File: config.mk
export PLATFORM = sky130hd
export DESIGN_NAME = sktab_cell
export DESIGN_NICKNAME = d
export VERILOG_FILES = /design/src/design/sktab_pkg.sv /design/src/design/sktab_cell.sv
export SDC_FILE = /design/constraint.sdc
export NUM_CORES = 1
export LEC_CHECK = 0
export ABC_AREA = 1
export BUFFER_PORTS_ARGS = -buffer_cell sky130_fd_sc_hd__buf_2
export CAP_MARGIN = 5
export CORE_UTILIZATION = 46
export CTS_BUF_LIST = sky130_fd_sc_hd__clkbuf_8
export DETAILED_ROUTE_END_ITERATION = 16
export HOLD_SLACK_MARGIN = 0.05
export PLACE_DENSITY = 0.93
export SLEW_MARGIN = 20
export SYNTH_ARGS = -nofsm -noshare
export SYNTH_HDL_FRONTEND = slang
export SYNTH_SLANG_ARGS = --single-unit
File: constraint.sdc
create_clock -name clk -period 3.7 [get_ports clk]
set_input_delay 0.37 -clock clk [delete_from_list [all_inputs] [get_ports clk]]
set_output_delay 0.37 -clock clk [all_outputs]
set_load 0.01 [all_outputs]
File: src/design/sktab_pkg.sv
// ----------------------------------------------------------------------------
// sktab_pkg
// Shared types, constants and helper functions of the sorted key table.
// ----------------------------------------------------------------------------
package sktab_pkg;

	localparam int CAPACITY_DEF = 64;
	localparam int KEY_W        = 20;
	localparam int PAYLOAD_W    = 32;
	localparam int NODE_W       = PAYLOAD_W + 1;
	localparam int TREE_FANIN   = 8;

	typedef enum logic [1:0] {
		STATUS_OK      = 2'd0,
		STATUS_FULL    = 2'd1,
		STATUS_DUP     = 2'd2,
		STATUS_MISSING = 2'd3
	} status_t;

	typedef enum logic {
		CMD_INSERT = 1'b0,
		CMD_LOOKUP = 1'b1
	} cmd_t;

	typedef enum logic [1:0] {
		ST_IDLE,
		ST_SEARCH,
		ST_COMMIT
	} state_t;

	typedef struct packed {
		logic ins_en;
		logic occupied;
	} cell_ctrl_t;

	typedef struct packed {
		logic lt;
		logic eq;
	} cell_flags_t;

	function automatic int tree_levels(input int cap);
		int n;
		int lv;
		n  = 1;
		lv = 0;
		for (int i = 0; i < 16; i++) begin
			if (n < cap) begin
				n  = n * TREE_FANIN;
				lv = lv + 1;
			end
		end
		return lv;
	endfunction

	function automatic int level_nodes(input int levels, input int lvl);
		int n;
		n = 1;
		for (int i = 0; i < 16; i++) begin
			if (i < levels - lvl) begin
				n = n * TREE_FANIN;
			end
		end
		return n;
	endfunction

	function automatic int node_base(input int levels, input int lvl);
		int base;
		base = 0;
		for (int m = 1; m < 16; m++) begin
			if (m < lvl) begin
				base = base + level_nodes(levels, m);
			end
		end
		return base;
	endfunction

endpackage

File: src/design/sktab_cell.sv
// ----------------------------------------------------------------------------
// sktab_cell
// One table slot: holds a key and payload, compares against the request key
// and takes the new entry or the lower neighbor's entry on an insert.
// ----------------------------------------------------------------------------
module sktab_cell (
	input  logic                           clk,
	input  sktab_pkg::cell_ctrl_t          ctrl,
	input  logic [sktab_pkg::KEY_W-1:0]     new_key,
	input  logic [sktab_pkg::PAYLOAD_W-1:0] new_payload,
	input  logic [sktab_pkg::KEY_W-1:0]     prev_key,
	input  logic [sktab_pkg::PAYLOAD_W-1:0] prev_payload,
	input  logic                           prev_lt,
	output logic [sktab_pkg::KEY_W-1:0]     key,
	output logic [sktab_pkg::PAYLOAD_W-1:0] payload,
	output sktab_pkg::cell_flags_t         flags
);

	logic [sktab_pkg::KEY_W-1:0]     key_q;
	logic [sktab_pkg::PAYLOAD_W-1:0] payload_q;

	always_comb begin
		flags.lt = ctrl.occupied && (key_q < new_key);
		flags.eq = ctrl.occupied && (key_q == new_key);
	end

	// hold below the insert point, place the new entry at it, shift above it
	always_ff @(posedge clk) begin
		if (ctrl.ins_en && !flags.lt) begin
			if (prev_lt) begin
				key_q     <= new_key;
				payload_q <= new_payload;
			end else begin
				key_q     <= prev_key;
				payload_q <= prev_payload;
			end
		end
	end

	assign key     = key_q;
	assign payload = payload_q;

endmodule

# After elaboration in Yosys (flattened, before gate mapping)
# Cells that the tools add are included.
dict set report classes {
  order_cmp 1
  n_eq_ne 1
  n_mux 2
  n_reduce_logical 4
}
# operator n
set op_table {}
lappend op_table {{$mux 32} 1}
lappend op_table {{$eq 20x20->1} 1}
lappend op_table {{$lt 20x20->1} 1}
lappend op_table {{$mux 20} 1}
lappend op_table {{$logic_and 1x1->1} 3}
lappend op_table {{$logic_not 1->1} 1}
dict set report word_totals {
  ff_bits 52
  input_bits 108
  out_inout_bits 54
  wordCells 10
}

# Longest topological paths before layout
# Gate-level depths: netlist of run 1.
dict set report logic_depth {
  ltp_word 4
  mapped_depth 10
  ltp_nobuf 10
}

# Worst setup path before layout of run 1
# No wires, ideal clock.
dict set report synth_path {
  kind {register -> register}
  from {register key_q, in the netlist key[19]}
  to {register key_q, in the netlist key[0] (enable)}
  setup_time_ps 420
  arrival_ps 2612
  t_required_ps 3280
  setup_slack_ps 668
  stages_incl_launch_ff 10
  n_path_buf 0
  period_less_slack_ps 3032
  path_cell_list {edfxtp_1 -> ha_1 -> nand2_2 -> nor2_4 -> nand2_2 -> nor2_1 -> nand2_1 -> nand2_1 -> nor2_2 -> nor2_2}
}
# item line_no
set synth_lines {}
lappend synth_lines {{start: declaration} sktab_cell.sv:19} ;# logic [sktab_pkg::KEY_W-1:0] key_q;
lappend synth_lines {{start signal: assignment} sktab_cell.sv:31} ;# key_q <= new_key;
lappend synth_lines {{start signal: assignment} sktab_cell.sv:34} ;# key_q <= prev_key;

# Worst setup path in the final report of run 1
dict set report layout_path {
  from {register key_q, in the netlist key[11]}
  to {register key_q, in the netlist key[6] (enable)}
}
dict set report layout_between {
  elab_chain_cells 4
}
# item line_no
set layout_rtl {}
lappend layout_rtl {{$lt 20x20->1} sktab_cell.sv:23} ;# flags.lt = ctrl.occupied && (key_q < new_key);
lappend layout_rtl {{$logic_and 1x1->1} sktab_cell.sv:23}
lappend layout_rtl {{$logic_not 1->1} sktab_cell.sv:29} ;# if (ctrl.ins_en && !flags.lt) begin
lappend layout_rtl {{$logic_and 1x1->1} sktab_cell.sv:29}
# Every way passes these cells.
# A chain may end at the register's enable or synchronous reset.

==> results of run 1 <==
-- critical path: stages, from the launching register on --
cell                       delay (ns)
sky130_fd_sc_hd__edfxtp_1        0.42
sky130_fd_sc_hd__ha_1            0.31
sky130_fd_sc_hd__nand2_1         0.06
sky130_fd_sc_hd__nor2_1          0.14
sky130_fd_sc_hd__nand2_1         0.10
sky130_fd_sc_hd__nor2_1          0.10
sky130_fd_sc_hd__nand2_1         0.06
sky130_fd_sc_hd__nand2_1         0.08
sky130_fd_sc_hd__nor2_2          0.05
sky130_fd_sc_hd__nor2_4          0.57
sky130_fd_sc_hd__buf_12          0.27
-- where the power goes --
part           switching [W]  internal, W
clock network       0.000185     0.000201
registers          0.0000164     0.000708
logic               0.000149     0.000147
total               0.000350      0.00106
-- worst paths after layout --
kind                                end  slack [ns]  cells after the start
hold reg to reg       key[15]$_DFFE_PP_        1.38                      7
setup / recovery       key[6]$_DFFE_PP_        1.22                     10
hold / removal    payload[31]$_DFFE_PP_        0.35                      2
setup reg to reg       key[6]$_DFFE_PP_        1.22                     10
-- flip-flops by register name (all words and copies together) (netlist names) --
signal and flops:
key 20, payload 32
-- layout make-up --
| cell class | count | share of cell area |
|---|---|---|
| Clock buffer | 5 | 0.01787 |
| Inverter | 33 | 0.03216 |
| Sequential cell | 52 | 0.4055 |
| Timing Repair Buffer | 162 | 0.2151 |
| Multi-Input combinational cell | 141 | 0.2934 |
| Antenna cell | 1 | 0.0006498 |
| Clock inverter | 3 | 0.01105 |
| Tap cell | 75 | 0.02437 |
-- cells by family after synthesis --
group           synth area share
compound gates           0.04699
flops                     0.5431
mux                       0.1684
fa+ha+maj                0.08703
simple gates             0.08877
buf+inv                  0.06571
-- metrics by stage --
step                total power (W)  utilization  area (um2)
finish                     0.001405       0.6429        3851
global route               0.001474       0.6424        3849
CTS                        0.001415       0.6424        3849
detailed placement         0.001036       0.6239        3737
global placement           0.001021       0.6239        3737
floorplan                 0.0009055            -        2875
-- cell usage in the layout (no fill, tap or decap), drive strengths merged, types with 2 or more instances in the layout --
cell type  instances
buf              162
edfxtp            52
inv               33
mux2              33
nand2             32
nor2              27
a21oi             26
ha                20
clkbuf             5
clkinv             2
-- per-layer routing --
metal | share of wire | track usage | up-vias | wire [um]
met5 | 0 | 0 | - | 0
met4 | 0.022 | 0.06786 | 0 | 147
met3 | 0.095 | 0.07978 | 10 | 638
met2 | 0.50 | 0.3790 | 105 | 3396
met1 | 0.38 | 0.2238 | 1010 | 2568
li1 | - | - | 1124 | -
==> out/results.tsv, run 1 <==
metric	value	unit
number of DRC markers after the initial detailed-route iteration	79	
RSZ-0062 raised after global routing	no	
routed wire length	6750	um
Remaining DRCs	0	
clock-pin transition on the worst setup and hold timing paths	0.10	ns
detailed placement HPWL	5457	um
later-pin clock latency in the skew report	0.30	ns
final-layout fill cell count	468	
post-route non-filler standard cell count	472	
total via count in the routed design	2249	
CTS tree	done	
Data arrival, critical path	2.49	ns
Fmax	0.4028	GHz
Final min period	2.483	ns
area taken by multi-input logic gates	1130	um2
tightest slew margin relative to the limit	0.3841	
gp weighted congestion	0.7482	
startpoint of the most critical setup path	key[11]$_DFFE_PP_	
sequential standard cell area	1562	um2
Max-cap violations	0	
Hold Crit Class	primary input to flip-flop	
sinks on the clock net	52	
share of post-route cells with drive strength above 1	0.5227	
origin of the critical flop-to-flop path	key[11]$_DFFE_PP_	
largest net degree at the start of global routing	72	
CTS resizes	0	
Std-Cell Rows	28	
PortBufs	161	
number of top-level pins	162	
final worst clock skew	0.007514	ns
share of synthesized area occupied by flip-flops and latches	0.5431	
Pins Over Slew Limit	0	
Post-CTS Setup Repair Bufs	0	
worst-case vdd ir drop	0.2574	mV
Clk Tree Root Cell	sky130_fd_sc_hd__clkbuf_8	
DRT antenna net count	0	
initial antenna violation count	1	
post-cts hold buffer count	0	
Min-Delay Startpoint	prev_payload[31]	
Clock H-tree levels	2	
vias per cell	4.765	
number of enable flip-flop cells after synthesis	52	
most used flip-flop cell after synthesis	sky130_fd_sc_hd__edfxtp_1	
post-route setup slack	1.217	ns
required arrival time at the worst endpoint	3.70	ns
wire length of the first global-routing pass	10050	um
Initial Util	0.4799	
Worst-Margin Slew	0.9239	ns
leading area contributor after synthesis	sky130_fd_sc_hd__edfxtp_1	
most frequent cell after synthesis	sky130_fd_sc_hd__edfxtp_1	
die height	81.06	um
Commonest cells post-synth	52 x sky130_fd_sc_hd__edfxtp_1, 32 x sky130_fd_sc_hd__inv_1, 30 x sky130_fd_sc_hd__mux2_4, 29 x sky130_fd_sc_hd__nand2_1, 26 x sky130_fd_sc_hd__a21oi_1	
result of the run	complete, no violations	
die width	81.06	um
Hold Vio Cnt, Final	0	
register bit total from synthesis	52	
Synth async-reset ratio	0	
Avg Synthesized Cell Area	12.29	um2
critical path startpoint category	flip-flop	
combined area of all synthesized cells	2875	um2
area share of the largest cell type after synthesis	0.5431	
leading cell types by total area after synthesis	sky130_fd_sc_hd__edfxtp_1 54%, sky130_fd_sc_hd__mux2_4 16%, sky130_fd_sc_hd__ha_1 8.7%	
largest buffer count on any clock path	2	
dpl cells	463	
count of final setup violators	0	
capturing element type of the critical path	flip-flop	
GR Overflow Total	0	
Crit Path Max Fanout	27	
aggregate global-route resource usage	0.2099	
summed negative setup slack over all endpoints	0	ns
post-synthesis net count	362	
vias in the first global route	2259	
routed wire length per instance	14.30	um
worst hold slack across all endpoints	0.3514	ns
Area growth, synth to finish	33.94	%
placeable core area	5991	um2
gate count after technology mapping	234	
cts bufs inserted	5	
number of unique standard cell types used by synthesis	17	
P per Cell Area	364.9	nW/um2
category of the critical setup timing path	flip-flop to flip-flop	
nets	523	
leakage power summed over all cells	1.945	nW
DIE AREA	6571	um2
number of search-and-repair iterations in the first detailed-routing pass	6	
portion of the clock cycle consumed by the worst path in the final layout	0.6710	
Synthesis Warnings	0	
dpl ws	1.120	ns
(Power assumes the default switching activity.)
==> run 2, diff against run 1 <==
CORE_UTILIZATION = 41   (was 46)
PLACE_DENSITY = 0.88   (was 0.93)
clock period = 2.15 ns   (was 3.7 ns; I/O delays follow)
==> out/results.tsv, run 2 (synthesized netlist as in run 1, its figures left out) <==
metric	value	unit	change
final worst clock skew	0.005402	ns	-0.002112 ns
final antenna diode count	0		-1
category of the critical setup timing path	flip-flop to primary output		
Most Crowded Layer GR	met2		
Post-CTS Setup Repair Bufs	0		unchanged
commonest cells after routing, fill and taps aside	160 x sky130_fd_sc_hd__buf_2, 52 x sky130_fd_sc_hd__edfxtp_1, 32 x sky130_fd_sc_hd__inv_1		
CTS tree	done		
routed wire length	6061	um	-10%
aggregate global-route resource usage	0.1691		-0.04074
Clk Tree Root Cell	sky130_fd_sc_hd__clkbuf_8		
placeable core area	6794	um2	+13%
largest buffer count on any clock path	2		unchanged
detailed placement HPWL	4927	um	-9.7%
largest net degree at the start of global routing	48		-33%
RSZ-0062 raised after global routing	no		
grt met3 use	0.05197		-0.02780
later-pin clock latency in the skew report	0.29	ns	about the same
vias in the first global route	2209		-2.2%
Pins Over Slew Limit	0		unchanged
capturing element type of the critical path	primary output		
Hold Crit Class	primary input to flip-flop		
die width	85.74	um	+5.8%
leakage power summed over all cells	1.948	nW	+0.15%
CTS resizes	0		unchanged
required arrival time at the worst endpoint	1.93	ns	-1.77 ns
Min-Delay Startpoint	prev_payload[0]		
Final min period	2.011	ns	
met2 capacity usage during global routing	0.3069		-0.07208
gp weighted congestion	0.7794		+4.2%
area of all placed cells without fillers	3892	um2	+1.1%
DIE AREA	7351	um2	+12%
post-cts hold buffer count	0		unchanged
clock-pin transition on the worst setup and hold timing paths	0.09	ns	about the same
Std-Cell Rows	30		+7.1%
total power of the final layout	0.002291	W	+63%
Initial Util	0.4232		-0.05675
Max-cap violations	0		unchanged
startpoint of the most critical setup path	key[15]$_DFFE_PP_		
met1 GRT Util	0.1930		-0.03085
nets	526		+0.57%
Data arrival, critical path	1.80	ns	-0.69 ns
wire length of the first global-routing pass	9660	um	-3.9%
Hold Vio Cnt, Final	0		unchanged
number of flip-flops in the largest register	32		unchanged
vias per cell	4.538		-4.8%
Crit Path Max Fanout	2		-93%
share of post-route cells with drive strength above 1	0.5302		+0.007423
worst-case vdd ir drop	0.2797	mV	+8.7%
total via count in the routed design	2242		-0.31%
post-placement cell area	3811	um2	+2.0%
DRT antenna net count	0		unchanged
Clock H-tree levels	2		unchanged
origin of the critical flop-to-flop path	key[11]$_DFFE_PP_		
logic gate share of total power	0.226		+0.016
P per Cell Area	588.5	nW/um2	+61%
number of search-and-repair iterations in the first detailed-routing pass	3		-3
switching power total	0.0005904	W	+69%
portion of total power attributed to the clock network	0.232		-0.042
most common cell after layout, fill and taps aside	sky130_fd_sc_hd__buf_2		
sinks on the clock net	52		unchanged
GR Overflow Total	0		unchanged
cts bufs inserted	5		unchanged
die height	85.74	um	+5.8%
result of the run	complete, no violations		
Worst-Margin Slew	0.6951	ns	-0.2288 ns
Flop pwr share	0.542		+0.027
worst hold slack across all endpoints	0.2067	ns	-0.1447 ns
critical path startpoint category	flip-flop		
PortBufs	161		unchanged
routed wire length per instance	12.27	um	-14%
internal power summed over all cells	0.001700	W	+61%
portion of the clock cycle consumed by the worst path in the final layout	0.9354		
number of DRC markers after the initial detailed-route iteration	75		-5.1%
number of top-level pins	162		unchanged
Remaining DRCs	0		unchanged
tightest slew margin relative to the limit	0.5366		+0.1525
initial antenna violation count	0		-1
count of final setup violators	0		unchanged
Area growth, synth to finish	35.38	%	
net switching fraction of the power	0.2578		+0.008698
Fmax	0.4972	GHz	
==> run 2: cell count changes in the layout (fill, tap and decap cells not counted), sizes merged <==
cell	delta
buf	+3
clkinv	-1
clkinvlp	+1
diode	-1
bufinv	-1
==> run 2: worst paths after layout <==
kind	slack, ns	to	depth (start not counted)
worst max-delay path	0.14	flags[1]	9
worst min-delay path	0.21	payload[0]$_DFFE_PP_	2
worst max register to register	0.21	payload[27]$_DFFE_PP_	10
worst min register to register	1.26	key[1]$_DFFE_PP_	8
==> run 2: metrics by stage <==
stage	util	TNS (ns)	setup WS [ns]	instances
2_1_floorplan	-	-15.31	-0.2944	234
3_3_place_gp	0.5610	0	0.2745	487
3_5_place_dp	0.5610	0	0.1952	487
4_1_cts	0.5729	0	0.1077	494
5_1_grt	0.5729	0	0.01406	494
6_report	0.5729	0	0.1389	494
==> run 2: power by group through the flow <==
stage | clock network [W] | logic, W | registers, W
CTS | 0.000557 | 0.000527 | 0.00124
global placement | 0 | 0.000506 | 0.00126
finish | 0.000531 | 0.000518 | 0.00124
detailed placement | 0 | 0.000525 | 0.00127
floorplan | 0 | 0.000252 | 0.00131
global route | 0.000597 | 0.000574 | 0.00125
==> run 2: worst max-delay path, cell delays in order, from the launching register on <==
cell                       delay, ns
sky130_fd_sc_hd__edfxtp_1       0.40
sky130_fd_sc_hd__ha_1           0.31
sky130_fd_sc_hd__nand2_1        0.11
sky130_fd_sc_hd__inv_1          0.05
sky130_fd_sc_hd__nand2_1        0.06
sky130_fd_sc_hd__nand2_1        0.04
sky130_fd_sc_hd__a21oi_1        0.15
sky130_fd_sc_hd__nand2_1        0.08
sky130_fd_sc_hd__nor2_2         0.15
sky130_fd_sc_hd__buf_2          0.16
==> run 2: routing by layer <==
metal,wire length [um],vias to the layer above
met4,35,0
met2,3132,101
met1,2454,1012
met5,0,-
li1,-,1127
met3,439,2
==> run 2: area by class of cell <==
type                       instances  area, um2
inverter                          33      123.9
clock inverter                     2      12.51
sequential                        52       1562
timing repair buffer             165      863.3
tap                               96      120.1
clock buffer                       5      68.82
multi-input combinational        141       1142
fill                             585       2902
==> run 3, diff against run 2 <==
CORE_UTILIZATION = 30   (was 41)
GPL_TIMING_DRIVEN = 0   (was default)
PLACE_DENSITY = 0.7   (was 0.88)
SKIP_LAST_GASP = 1   (was default)
==> out/results.tsv, run 3 (synthesized netlist as in run 1, its figures left out) <==
metric	value	unit	change
commonest cells after routing, fill and taps aside	164 x sky130_fd_sc_hd__buf_2, 52 x sky130_fd_sc_hd__edfxtp_1, 33 x sky130_fd_sc_hd__inv_1		
P per Cell Area	578.0	nW/um2	-1.8%
tightest slew margin relative to the limit	0.8409		+0.3043
gp weighted congestion	0.7196		-7.7%
vias in the first global route	2287		+3.5%
die width	99.90	um	+17%
Flop pwr share	0.528		-0.014
largest buffer count on any clock path	2		unchanged
die height	99.90	um	+17%
Initial Util	0.3097		-0.1135
PortBufs	160		-0.62%
Crit Path Max Fanout	20		+18
worst hold path endpoint	payload[0]$_DFFE_PP_		
Worst-Margin Slew	0.2365	ns	-0.4586 ns
R2R Setup Slk	0.11	ns	-0.10 ns
worst flop-to-flop path endpoint	payload[31]$_DFFE_PP_		
category of the critical setup timing path	flip-flop to flip-flop		
logic depth of the worst register-to-register path	11		+1
internal power summed over all cells	0.001730	W	+1.7%
nets	536		+1.9%
CTS tree	done		
routed wire length per instance	12.31	um	+0.37%
Data arrival, critical path	2.05	ns	+0.25 ns
result of the run	complete, no violations		
number of DRC markers after the initial detailed-route iteration	54		-28%
DIE AREA	9980	um2	+36%
startpoint of the most critical setup path	key[19]$_DFFE_PP_		
total power of the final layout	0.002350	W	+2.6%
number of top-level pins	162		unchanged
Max-cap violations	0		unchanged
cell family with the largest share of critical-path delay	simple AND/OR/NAND/NOR gates		
portion of total power attributed to the clock network	0.235		+0.003
Hold Path Stages	2		unchanged
dpl ws	0.01230	ns	-0.1829 ns
number of search-and-repair iterations in the first detailed-routing pass	4		+1
Clk Tree Root Cell	sky130_fd_sc_hd__clkbuf_8		
detailed placement HPWL	5358	um	+8.7%
area of all placed cells without fillers	4066	um2	+4.5%
clock-pin transition on the worst setup and hold timing paths	0.10	ns	about the same
post-placement cell area	3902	um2	+2.4%
switching power total	0.0006205	W	+5.1%
Hold Vio Cnt, Final	0		unchanged
CP Cell Sequence	ha_4, nand2_2, nor2_4, nand2_2, nor2_1, nand2_1, nand2_1, nor2_4, nor2_4, buf_12, buf_16		
portion of the clock cycle consumed by the worst path in the final layout	0.9485		+0.01310
Area growth, synth to finish	41.43	%	
GR Overflow Total	0		unchanged
Min-Delay Startpoint	prev_payload[0]		
share of post-route cells with drive strength above 1	0.5428		+0.01264
routed wire length	6625	um	+9.3%
worst hold slack across all endpoints	0.1934	ns	-0.01330 ns
required arrival time at the worst endpoint	2.16	ns	+0.23 ns
largest stage delay on the critical path	0.44	ns	+0.04 ns
Worst path slowest cell	sky130_fd_sc_hd__edfxtp_1		
Final min period	2.039	ns	+0.02817 ns
net switching fraction of the power	0.2640		+0.006283
share of the core filled with cells in the final layout	0.4380		-0.1349
Pins Over Slew Limit	0		unchanged
number of flip-flops in the largest register	32		unchanged
logic gate share of total power	0.237		+0.011
most common cell after layout, fill and taps aside	sky130_fd_sc_hd__buf_2		
initial antenna violation count	0		unchanged
wire length of the first global-routing pass	10330	um	+6.9%
buffers and inverters on the worst path	2		unchanged
leakage power summed over all cells	2.016	nW	+3.5%
count of final setup violators	0		unchanged
post-route setup slack	0.1107	ns	-0.02817 ns
most common cell type on the critical path	sky130_fd_sc_hd__nor2_4		
largest net degree at the start of global routing	28		-42%
worst-case vdd ir drop	0.2903	mV	+3.8%
Fmax	0.4904	GHz	-1.4%
Clock H-tree levels	2		unchanged
Hold Crit Class	primary input to flip-flop		
aggregate global-route resource usage	0.1323		-0.03679
final worst clock skew	0.003935	ns	-0.001467 ns
cts bufs inserted	5		unchanged
vias per cell	4.329		-4.6%
capturing element type of the critical path	flip-flop		
placeable core area	9284	um2	+37%
sinks on the clock net	52		unchanged
later-pin clock latency in the skew report	0.30	ns	about the same
Remaining DRCs	0		unchanged
origin of the critical flop-to-flop path	key[19]$_DFFE_PP_		
DRT antenna net count	0		unchanged
critical path startpoint category	flip-flop		
total via count in the routed design	2329		+3.9%
final antenna diode count	0		unchanged
Std-Cell Rows	35		+17%
-- run 3: worst max-delay path by stage --
stage / endpoint / slack [ns] / cells after the start
6_report: payload[31]$_DFFE_PP_ / 0.11 / 11
5_1_grt: flags[1] / -0.01 / 9
4_1_cts: flags[1] / 0.04 / 9
2_1_floorplan: key[0]$_DFFE_PP_ / -0.29 / 9
3_5_place_dp: payload[12]$_DFFE_PP_ / 0.01 / 10
3_3_place_gp: payload[12]$_DFFE_PP_ / -0.69 / 9
-- run 3: area by class of cell --
class | count | area (um2)
fillers | 917 | 5218
flip-flops and latches | 52 | 1562
multi-input cells | 141 | 1155
repair buffers | 167 | 915.9
well taps | 129 | 161.4
inverters | 33 | 123.9
clock buffers | 5 | 68.82
plain buffers | 8 | 65.06
clock inverters | 3 | 15.01
-- run 3: per-stage QoR --
stage          setup TNS (ns)  instances
3_3_place_gp           -35.87        523
4_1_cts                     0        535
5_1_grt              -0.03548        538
6_report                    0        538
2_1_floorplan          -15.31        234
3_5_place_dp                0        525
-- run 3: power groups by stage --
stage               combinational (W)  sequential, W  clock [W]
finish                       0.000556        0.00124   0.000552
global route                 0.000620        0.00125   0.000618
CTS                          0.000546        0.00124   0.000578
detailed placement           0.000539        0.00127          0
global placement             0.000508        0.00127          0
floorplan                    0.000252        0.00131          0
-- run 3: timing repair --
item | 4_1_cts | 5_1_grt
resized for setup | 0 | 3
endpoints found under the setup margin | 27 | 48
cloned | 0 | 1
pin swaps | 1 | 2
setup buffers | 2 | 2
hold buffers | 0 | 0
-- run 3: layer usage --
layer  share of wire  global-route usage
met4           0.010             0.04412
met3           0.075             0.04318
met1            0.41              0.1514
met2            0.51              0.2324
met5               0                   0
